**src/sv/asb_pkg.sv**
```systemverilog
// Package for the ascending block sorter: beat types and cell control.
// Used by asb_cell and ascending_block_sorter; depends on nothing.
`default_nettype none

package asb_pkg;

	localparam int VALUE_W = 32;

	typedef struct packed {
		logic signed [VALUE_W-1:0] value;
		logic                      final_item;
	} in_beat_t;

	typedef struct packed {
		logic signed [VALUE_W-1:0] sorted_value;
		logic                      last_out;
		logic                      overflowed;
	} out_beat_t;

	// Operation applied to every cell in one cycle; never both at once.
	typedef struct packed {
		logic insert;
		logic shift;
	} cell_ctrl_t;

endpackage

`default_nettype wire

```
**src/sv/asb_cell.sv**
```systemverilog
// One cell of the sorting chain: holds one value and its valid bit.
// Depends on asb_pkg for the value width and the cell control struct.
`default_nettype none

module asb_cell (
	input  wire logic                                clk,
	input  wire logic                                arst_n,
	input  wire asb_pkg::cell_ctrl_t                 ctrl,
	input  wire logic signed [asb_pkg::VALUE_W-1:0]  ins_val,
	input  wire logic signed [asb_pkg::VALUE_W-1:0]  prev_val,
	input  wire logic                                prev_valid,
	input  wire logic                                prev_lt,
	input  wire logic signed [asb_pkg::VALUE_W-1:0]  next_val,
	input  wire logic                                next_valid,
	output logic signed [asb_pkg::VALUE_W-1:0]       val,
	output logic                                     valid,
	output logic                                     lt
);

	logic signed [asb_pkg::VALUE_W-1:0] val_q;
	logic                               valid_q;

	// An empty cell counts as holding plus infinity, so the new value always goes before it.
	always_comb begin
		lt = !valid_q || (ins_val < val_q);
	end

	// On insert, every cell after the insertion point takes its left neighbour's value;
	// the cell at the insertion point itself takes the new value.
	always_ff @(posedge clk) begin
		if (ctrl.shift) begin
			val_q <= next_val;
		end else if (ctrl.insert && lt) begin
			val_q <= prev_lt ? prev_val : ins_val;
		end
	end

	always_ff @(posedge clk or negedge arst_n) begin
		if (!arst_n) begin
			valid_q <= 1'b0;
		end else if (ctrl.shift) begin
			valid_q <= next_valid;
		end else if (ctrl.insert && lt) begin
			valid_q <= valid_q | prev_valid;
		end
	end

	assign val   = val_q;
	assign valid = valid_q;

endmodule

`default_nettype wire
```
**config.mk**
```make
export PLATFORM = sky130hd
export DESIGN_NAME = asb_cell
export DESIGN_NICKNAME = d
export VERILOG_FILES = /design/src/sv/asb_pkg.sv /design/src/sv/asb_cell.sv
export SDC_FILE = /design/constraint.sdc
export NUM_CORES = 1
export LEC_CHECK = 0
export ABC_AREA = 1
export BUFFER_PORTS_ARGS = -buffer_cell sky130_fd_sc_hd__buf_4
export CELL_PAD_IN_SITES_DETAIL_PLACEMENT = 1
export CELL_PAD_IN_SITES_GLOBAL_PLACEMENT = 2
export CORE_MARGIN = 2
export CORE_UTILIZATION = 26
export CTS_BUF_LIST = sky130_fd_sc_hd__clkbuf_8
export DETAILED_ROUTE_END_ITERATION = 10
export PLACE_DENSITY_LB_ADDON = 0.15
export SETUP_SLACK_MARGIN = 0.15
export SLEW_MARGIN = 20
export SYNTH_ARGS = -nofsm -noshare
export SYNTH_HDL_FRONTEND = slang
export SYNTH_SLANG_ARGS = --single-unit
```
**constraint.sdc**
```tcl
create_clock -name clk -period 5.05 [get_ports clk]
set_input_delay 1.01 -clock clk [delete_from_list [all_inputs] [get_ports clk]]
set_output_delay 1.01 -clock clk [all_outputs]
set_load 0.005 [all_outputs]
```
==> results.rst <==
.. list-table::
   :header-rows: 1

   * - Metric
     - Value
   * - Power share of the clock group
     - 0.239
   * - Sequential cell area fraction in the yosys report
     - 0.3954
   * - Synthesized flop and latch total
     - 33
   * - Most used cells in the layout excluding fill and tap cells
     - 136 x buf_4, 79 x a21oi_1, 60 x nand2_1, 42 x inv_1, 37 x nor2_1
   * - Number of placement rows
     - 35
   * - Critical path peak fanout
     - 2
   * - Int Pwr
     - around 0.00058 W
   * - Cell area reported after detailed placement
     - 3621 um^2
   * - Start-to-end type of the worst setup path
     - input pin to primary output
   * - Buffers on Ports
     - between 100 and 150
   * - Unrepaired setup endpoints after global routing
     - no
   * - Static leakage
     - roughly 1.9 nW
   * - Reg2reg start
     - val[15]
   * - Tot GR Track Use
     - 0.1653
   * - Power Density
     - between 200 and 250 nW/um^2
   * - Total of endpoints with negative setup slack in the final report
     - 0
   * - Critical path capture point type
     - primary output
   * - Post-layout net count
     - 581
   * - Antenna Diode Count
     - 0
   * - Setup bufs post-CTS
     - 0
   * - Clock sink total
     - 33
   * - Vias
     - about 2600
   * - Total gr overflow
     - 0
   * - Max Root-Sink Buffers
     - 2
   * - Data arrival time of the worst path
     - 2.42 ns
   * - CP required
     - between 4 and 5 ns
   * - Clock slew seen by the registers of the worst setup and hold paths
     - about 0.080 ns
   * - Synth-to-layout area growth
     - 48.52%
   * - Number of antenna violations at the first check in global routing
     - 0
   * - Routed wire length on met2
     - roughly 4.0 mm
   * - Cells along the critical path
     - buf_4, ha_1, nand2_1, inv_1, nand3_1, nor3_1, nand2_1, nand2_1, nand2_1, nand3_1, nand3_2, buf_4
   * - Buffer type at the clock tree root
     - clkbuf_8
   * - Slowest stage cell on the critical path
     - ha_1
   * - Overall routed net length
     - 8.481 mm
   * - Number of remaining DRC errors
     - 0
   * - Die Area
     - around 10000 um^2
   * - # resized after CTS
     - 0
   * - Starting Density
     - 0.2686
   * - Number of hold violations in the final report
     - 0
   * - Cell count after synthesis
     - roughly 320
   * - Number of nets still failing antenna checks after routing
     - 0
   * - Fin crit period
     - roughly 3.4 ns
   * - Ratio of cells with drive above 1 in the final layout
     - 0.3438
   * - Number of hold buffers added after CTS
     - 0
   * - Number of slew-limit violations in the final report
     - 0
   * - Met3 wire length
     - 478 um
   * - Maximum vdd ir drop
     - ~96 uV
   * - NetSw
     - 0.0002667 W
   * - Final std cell area, no fill
     - 3704 um^2
   * - Type of element launching the critical path
     - input pin
   * - Switching share of power
     - 0.3146
   * - Final Non-Filler Cells
     - 577
   * - Sequential cell fraction of total power
     - 0.424
   * - Post-route fraction of the period consumed by the critical path
     - 0.6792
   * - Summed negative setup slack over all endpoints
     - 0 ns
   * - First element of the critical path
     - ins_val[15]
   * - Global-route wire length before repair
     - about 13 mm
   * - Critical Path Max Stage Delay
     - roughly 0.28 ns
   * - M1 WL
     - about 3.9 mm
   * - Overall die width
     - approximately 100 um
   * - Actual transition at the worst max-transition pin
     - 0.8876 ns
   * - Clock buffer count from CTS
     - 5
   * - Most frequent standard cell in the layout excluding fill and tap cells
     - buf_4
   * - Fmax
     - 291.6 MHz
   * - Final HPWL DP
     - ~6.3 mm
   * - Die Height
     - between 100 and 150 um
   * - Syn_area_per_cell
     - between 7 and 8 um^2
   * - Cell count after placement
     - 569
   * - Combinational power share
     - 0.337
   * - Max-cap check violation count
     - 0
   * - Vias in the first global route
     - roughly 2700
   * - Distinct cell type count after synthesis
     - 23
   * - WL per Instance
     - 14.70 um
   * - Worst Hold Class
     - input pin to async pin
   * - Number of search-and-repair iterations in the first detailed-routing pass
     - 4
   * - Via density
     - ~4.5
   * - Synthesized area
     - between 2000 and 2500 um^2
   * - Worst clock skew
     - between 0.007 and 0.008 ns
   * - Max-slew headroom at the worst pin
     - 0.4061
   * - Clk Latency, worst-skew pair
     - between 0.2 and 0.3 ns
   * - Fillers
     - around 1200
   * - Warnings, synthesis
     - 0
   * - Highest metal layer used by the detailed router
     - met4
   * - CTS tree
     - yes
   * - Global placement routability congestion
     - 0.7410
   * - Number of levels the H-tree was split into
     - 2
   * - Largest net degree at the start of global routing
     - 36
   * - IO Pins
     - 137
   * - Post-synthesis net count
     - 452
   * - Result of the run
     - complete, no violations
   * - Iteration-0 DRC Markers
     - 55
   * - Critical path's most frequent cell
     - nand2_1
   * - Placeable core region
     - ~9300 um^2
-- power by group through the flow --
stage	combinational, W	sequential (W)	clock [W]
2_1_floorplan	0.000132	0.000365	0
3_3_place_gp	0.000287	0.000365	0
3_5_place_dp	0.000292	0.000367	0
4_1_cts	0.000293	0.000360	0.000211
5_1_grt	0.000326	0.000364	0.000220
6_report	0.000286	0.000359	0.000202
-- final cells by class --
class,instances,area (um^2),share of cell area
well taps,129,161.4,0.04358
clock buffers,5,68.82,0.01858
repair buffers,136,1021,0.2757
multi-input cells,228,1291,0.3486
flip-flops and latches,33,985.9,0.2662
clock inverters,3,13.76,0.003716
inverters,43,161.4,0.04358
-- per-stage QoR --
step	setup WS, ns	utilization	hold slack (ns)	power, W
finish	1.620	0.3989	0.4804	0.0008478
global route	1.491	0.3989	0.4550	0.0009103
CTS	1.598	0.3989	0.4644	0.0008653
detailed placement	1.594	0.3900	0.6090	0.0006583
global placement	1.650	0.3900	0.6037	0.0006515
floorplan	2.081	-	0.5708	0.0004974
-- cells by family after synthesis --
logic type / after synthesis / share of synthesized area
compound gates: 87 / 0.1801
fa+ha+maj: 31 / 0.1555
buf+inv: 57 / 0.08680
flops: 33 / 0.3954
simple gates: 110 / 0.1821
-- synthesized netlist by cell type, drive strengths merged --
cell type | count | area, um^2
dfrtp | 1 | 25.02
nor2 | 37 | 138.9
nand2 | 64 | 250.2
a21oi | 80 | 404.1
o21a | 1 | 7.510
o211ai | 1 | 12.51
buf | 3 | 13.76
inv | 43 | 161.4
nand3 | 4 | 25.02
nand4 | 3 | 25.02
o21ai | 5 | 25.02
clkbuf | 11 | 41.29
edfxtp | 32 | 960.9
ha | 31 | 387.9
nor3 | 2 | 15.01
-- critical path, delay by kind of cell --
family / cells / cell delay [ns]
fa+ha+maj: 1 / 0.28
buf+inv: 3 / 0.33
simple gates: 8 / 0.80
-- routing by layer --
| layer | vias to the layer above | GRT usage |
|---|---|---|
| met1 | 1204 | 0.2128 |
| met2 | 77 | 0.2829 |
| met5 | - | 0 |
| met3 | 2 | 0.03830 |
| li1 | 1320 | - |
| met4 | 0 | 0.03692 |
-- path summary, 6_finish.rpt --
| path | endpoint | slack, ns | cells after the start |
|---|---|---|---|
| min reg2reg | valid | 0.62 | 2 |
| min in group clk | valid | 0.62 | 2 |
| max in group asynchronous | valid | 4.49 | 1 |
| max | lt | 1.62 | 12 |
| max reg2reg | val[14] | 2.41 | 14 |
| min | valid | 0.48 | 1 |
-- registers in the layout, indices dropped and copies added (netlist names) --
signal and cells:
val 32, valid 1
(Power assumes the default switching activity.)
